### config.mk
export PLATFORM = sky130hd
export DESIGN_NAME = hsv2rgb_scale
export DESIGN_NICKNAME = d
export VERILOG_FILES = /design/src/design/hsv2rgb_pkg.sv /design/src/design/hsv2rgb_scale.sv
export SDC_FILE = /design/constraint.sdc
export NUM_CORES = 2
export LEC_CHECK = 0
export BUFFER_PORTS_ARGS = -buffer_cell sky130_fd_sc_hd__buf_4
export CELL_PAD_IN_SITES_DETAIL_PLACEMENT = 2
export CELL_PAD_IN_SITES_GLOBAL_PLACEMENT = 2
export CORE_ASPECT_RATIO = 0.75
export CORE_UTILIZATION = 25
export CTS_CLUSTER_SIZE = 30
export DETAILED_ROUTE_END_ITERATION = 7
export GPL_ROUTABILITY_DRIVEN = 0
export HOLD_SLACK_MARGIN = 0.02
export PLACE_DENSITY = 0.6
export REMOVE_ABC_BUFFERS = 1
export SETUP_SLACK_MARGIN = 0.2
export SYNTH_ARGS = -nofsm -noshare
export SYNTH_HDL_FRONTEND = slang
export SYNTH_SLANG_ARGS = --single-unit
### constraint.sdc
create_clock -name i_clk -period 7.8 [get_ports i_clk]
set_input_delay 0.78 -clock i_clk [delete_from_list [all_inputs] [get_ports i_clk]]
set_output_delay 0.78 -clock i_clk [all_outputs]
set_load 0.02 [all_outputs]
### src/design/hsv2rgb_pkg.sv
// Shared constants and widths for the HSV to RGB converter.
// No dependencies.
package hsv2rgb_pkg;

    localparam int FRAC_BITS = 16;
    localparam int IN_W      = 17;
    localparam int CH_W      = 8;
    localparam int A_W       = FRAC_BITS + CH_W;
    localparam int B_W       = 2 * FRAC_BITS + 1;
    localparam int H6_W      = IN_W + 3;
    localparam int SEC_W     = H6_W - FRAC_BITS;
    localparam int HI_W      = A_W + FRAC_BITS + 1;
    localparam int LO_W      = A_W + FRAC_BITS;
    localparam int STAGES    = 4;

    localparam logic [IN_W-1:0] ONE    = IN_W'(1) << FRAC_BITS;
    localparam logic [B_W-1:0]  ONE_SQ = B_W'(1) << (2 * FRAC_BITS);

    localparam logic [SEC_W-1:0] SEC_1 = SEC_W'(1);
    localparam logic [SEC_W-1:0] SEC_2 = SEC_W'(2);
    localparam logic [SEC_W-1:0] SEC_3 = SEC_W'(3);
    localparam logic [SEC_W-1:0] SEC_4 = SEC_W'(4);
    localparam logic [SEC_W-1:0] SEC_5 = SEC_W'(5);

    typedef logic [CH_W-1:0] t_chan;

endpackage

### src/design/hsv2rgb_scale.sv
// One channel product: round(a * b / ONE^3), half up.
// Registers the two partial products, then adds and rounds. Uses hsv2rgb_pkg.
module hsv2rgb_scale import hsv2rgb_pkg::*; (
    input  logic           i_clk,
    input  logic           i_en,
    input  logic [A_W-1:0] i_a,
    input  logic [B_W-1:0] i_b,
    output t_chan          o_chan
);

    localparam logic [HI_W:0] HALF = (HI_W + 1)'(1) << (2 * FRAC_BITS - 1);

    logic [HI_W-1:0] r_hi;
    logic [LO_W-1:0] r_lo;
    logic [HI_W-1:0] n_hi;
    logic [LO_W-1:0] n_lo;
    logic [HI_W:0]   w_sum;

    assign n_hi = HI_W'(i_a) * HI_W'(i_b[B_W-1:FRAC_BITS]);
    assign n_lo = LO_W'(i_a) * LO_W'(i_b[FRAC_BITS-1:0]);

    always_ff @(posedge i_clk) begin
        if (i_en) begin
            r_hi <= n_hi;
            r_lo <= n_lo;
        end
    end

    assign w_sum  = {1'b0, r_hi} + (HI_W + 1)'(r_lo >> FRAC_BITS) + HALF;
    assign o_chan = w_sum[2*FRAC_BITS+CH_W-1:2*FRAC_BITS];

endmodule

==> results.tsv <==
stage	metric	value	unit
die	num_io_pins	67	
global_route	grt_remaining_overflow	0	
setup_path	critical-path-max-stage-delay	550	ps
routing	wl_per_cell	20.13	um
cells_and_area	fin_util	27.29	%
setup_path	cp.arrival	7200	ps
setup_path	critPathMaxFanout	22	
sta	report.final.slew_viol_count	0	
clock_network	clk_pin_slew	60	ps
job	drv_cap	0	
routing	firstDrtPassIters	5	
setup_path	cp.required	7960	ps
clock_network	root_buffer	clkbuf_16	
cells_and_area	area_growth	8.155	%
cells_and_area	layout-drive-gt1-share	4.165	%
sta	setup_slack	763.4	ps
die	start_util	25.23	%
synth	synth_edf_count	64	
min_path	hold_path_class	input pin to flip-flop	
setup_path	start_kind	input pin	
synth	synth_cells	3159	
die	die_x	389.2	um
clock_network	cts_resized	0	
place	placed_area	30090	um2
cells_and_area	final_nets	4051	
setup_path	path_common_cell	fa_1	
global_route	grt_max_degree	65	
synth	synth-seq-cells	64	
sta	setup_viol	0	
synth	async_flop_share	0	%
clock_network	htreeDepth	3	
synth	synth_area_per_cell	8.897	um2
clock_network	cts_tree	done	
clock_network	clock-sinks	64	
sta	hold_viol_final	0	
die	die_h	292.4	um
sta	max_slew_margin	34.72	%
sta	rsz0062_at_grt	false	
clock_network	postCtsHoldBufs	0	
synth	seq_area_frac_synth	6.838	%
setup_path	worst-setup-path-type	input pin to flip-flop	
synth	ys.flop_type	edfxtp_1	
setup_path	crit_chain	buf_4 > buf_4 > nand2_1 > fa_1 > inv_1 > fa_1 > fa_1 > fa_1 > fa_1 > inv_1 > fa_1 > inv_1 > ha_1 > a21o_1 > a21oi_1 > nor2_1 > a21oi_1 > nand3_1 > and3_1 > or4_1 > o311ai_0	
sta	period_share	90.21	%
routing	initialDrtViolationCount	753	
cells_and_area	final_cell_area	30400	um2
sta	tightest_slew	979.2	ps
global_route	antenna_found_initial	6	
routing	ant_nets	0	
synth	yosys_warnings	0	
global_route	grt_pass1_wl	147200	um
clock_network	cts_setup_buffers	0	
place	io_buffers	66	
synth	synth.distinct_cells	69	
setup_path	crit_path_top_delay_cell	fa_1	
die	coreArea	111400	um2
sta	finalSetupTns	0	ps
routing	vias_per_cell	4.479	
routing	drc	0	
routing	routed_wl	92200	um
global_route	grt_pass1_vias	24300	
status	outcome	finished, final reports clean	
clock_network	clk_path_buf_depth	2	
global_route	grt_usage	17.01	%
setup_path	worstSetupEndpointType	flip-flop	
clock_network	cts_buffers	9	
die	rows	106	
sta	fin_crit	7037	ps
routing	vias	20510	
place	dp_hpwl	74560	um
sta	fmax	142.1	MHz
place	preCtsSetupSlack	466.6	ps
die	dieArea	113800	um2
synth	synth_area	28110	um2
cells_and_area	fill_cells	12670	
through the flow:
step	std cells	hold WS [ps]
3_5_place_dp	4563	1364
6_report	4580	1008
5_1_grt	4579	1006
2_1_floorplan	3009	892.5
4_1_cts	4579	982.9
3_3_place_gp	4563	1372
per-layer routing:
layer	wire (um)	GRT usage [%]	up-vias
met5	0	0	-
met3	1906	1.154	47
met4	1277	2.746	0
li1	-	-	9277
met2	41880	27.63	203
met1	47130	25.04	10990
worst paths after layout:
path,from,to,slack (ps),depth (start not counted)
worst max-delay path,i_a[6],r_lo[39]$_DFFE_PP_,760,21
worst min-delay path,i_b[16],r_hi[0]$_DFFE_PP_,1010,2
logic make-up after synthesis:
family / after synthesis / share of synthesized area, %
AO/OA/AOI/OAI: 255 / 5.996
buffers and inverters: 909 / 12.17
AND/OR/NAND/NOR: 990 / 17.04
flip-flops: 64 / 6.838
multiplexers: 4 / 0.1514
XOR/XNOR: 61 / 1.901
adder cells (fa/ha/maj): 876 / 55.90
cell usage in the layout, fill, tap and decap left out, drive strengths merged, types with 24 or more instances in the layout:
| master | Yosys | routed |
|---|---|---|
| xnor2 | 44 | 44 |
| edfxtp | 64 | 64 |
| inv | 759 | 762 |
| ha | 243 | 243 |
| nand2 | 528 | 528 |
| fa | 633 | 633 |
| and2 | 316 | 316 |
| nor2 | 37 | 37 |
| o21ai | 45 | 45 |
| a21oi | 80 | 80 |
| nand3 | 24 | 24 |
| buf | 2 | 96 |
| a21o | 48 | 48 |
cells in the mapped netlist, types with 3 or more instances:
master    count  share of area [%]
a211oi_1     13               0.35
ha_1        243                 11
a211o_1       4               0.12
o211ai_1      5               0.13
nand4_1      16               0.36
fa_1        633                 45
xor2_1       17               0.53
a31o_2        3              0.093
or3_1         4              0.089
clkbuf_1    148                2.0
a21o_1       48                1.3
nand3b_1      3              0.080
nand2b_1     10               0.22
nor2_1       37               0.49
and3_1       12               0.27
o31a_1        3              0.093
o31ai_1       4               0.11
xnor2_1      44                1.4
nor2b_1      10               0.22
nor3_1       12               0.21
a21oi_1      80                1.4
o21bai_1      6               0.16
nand2_1     528                7.1
edfxtp_1     64                6.8
nor4b_1       3              0.093
o21ai_0      42               0.75
nand3_1      24               0.43
a31oi_1       5               0.11
and2_1      316                7.0
inv_1       759                 10
o21a_1       12               0.32
area by class of cell:
class	count	area, um2	share of cell area, %
Clock buffer	9	225.2	0.7409
Tap cell	1458	1824	6.001
Clock inverter	7	78.83	0.2593
Antenna cell	1	2.502	0.008232
Multi-Input combinational cell	2186	22760	74.88
Inverter	759	2849	9.372
Sequential cell	64	1922	6.322
Timing Repair Buffer	96	733.2	2.412
sequential cells by signal, summed over array words and instances (netlist names):
signal and cells:
r_lo 24, r_hi 40
worst max-delay path: cells and delay by family:
family | cells | cell delay [ps]
simple gates | 5 | 1300
buf+inv | 5 | 760
fa+ha+maj | 7 | 3340
compound gates | 4 | 990
Power is left out: the tool's default activity adds up to more than one toggle a clock period on the data nets, which glitch-free logic cannot reach.
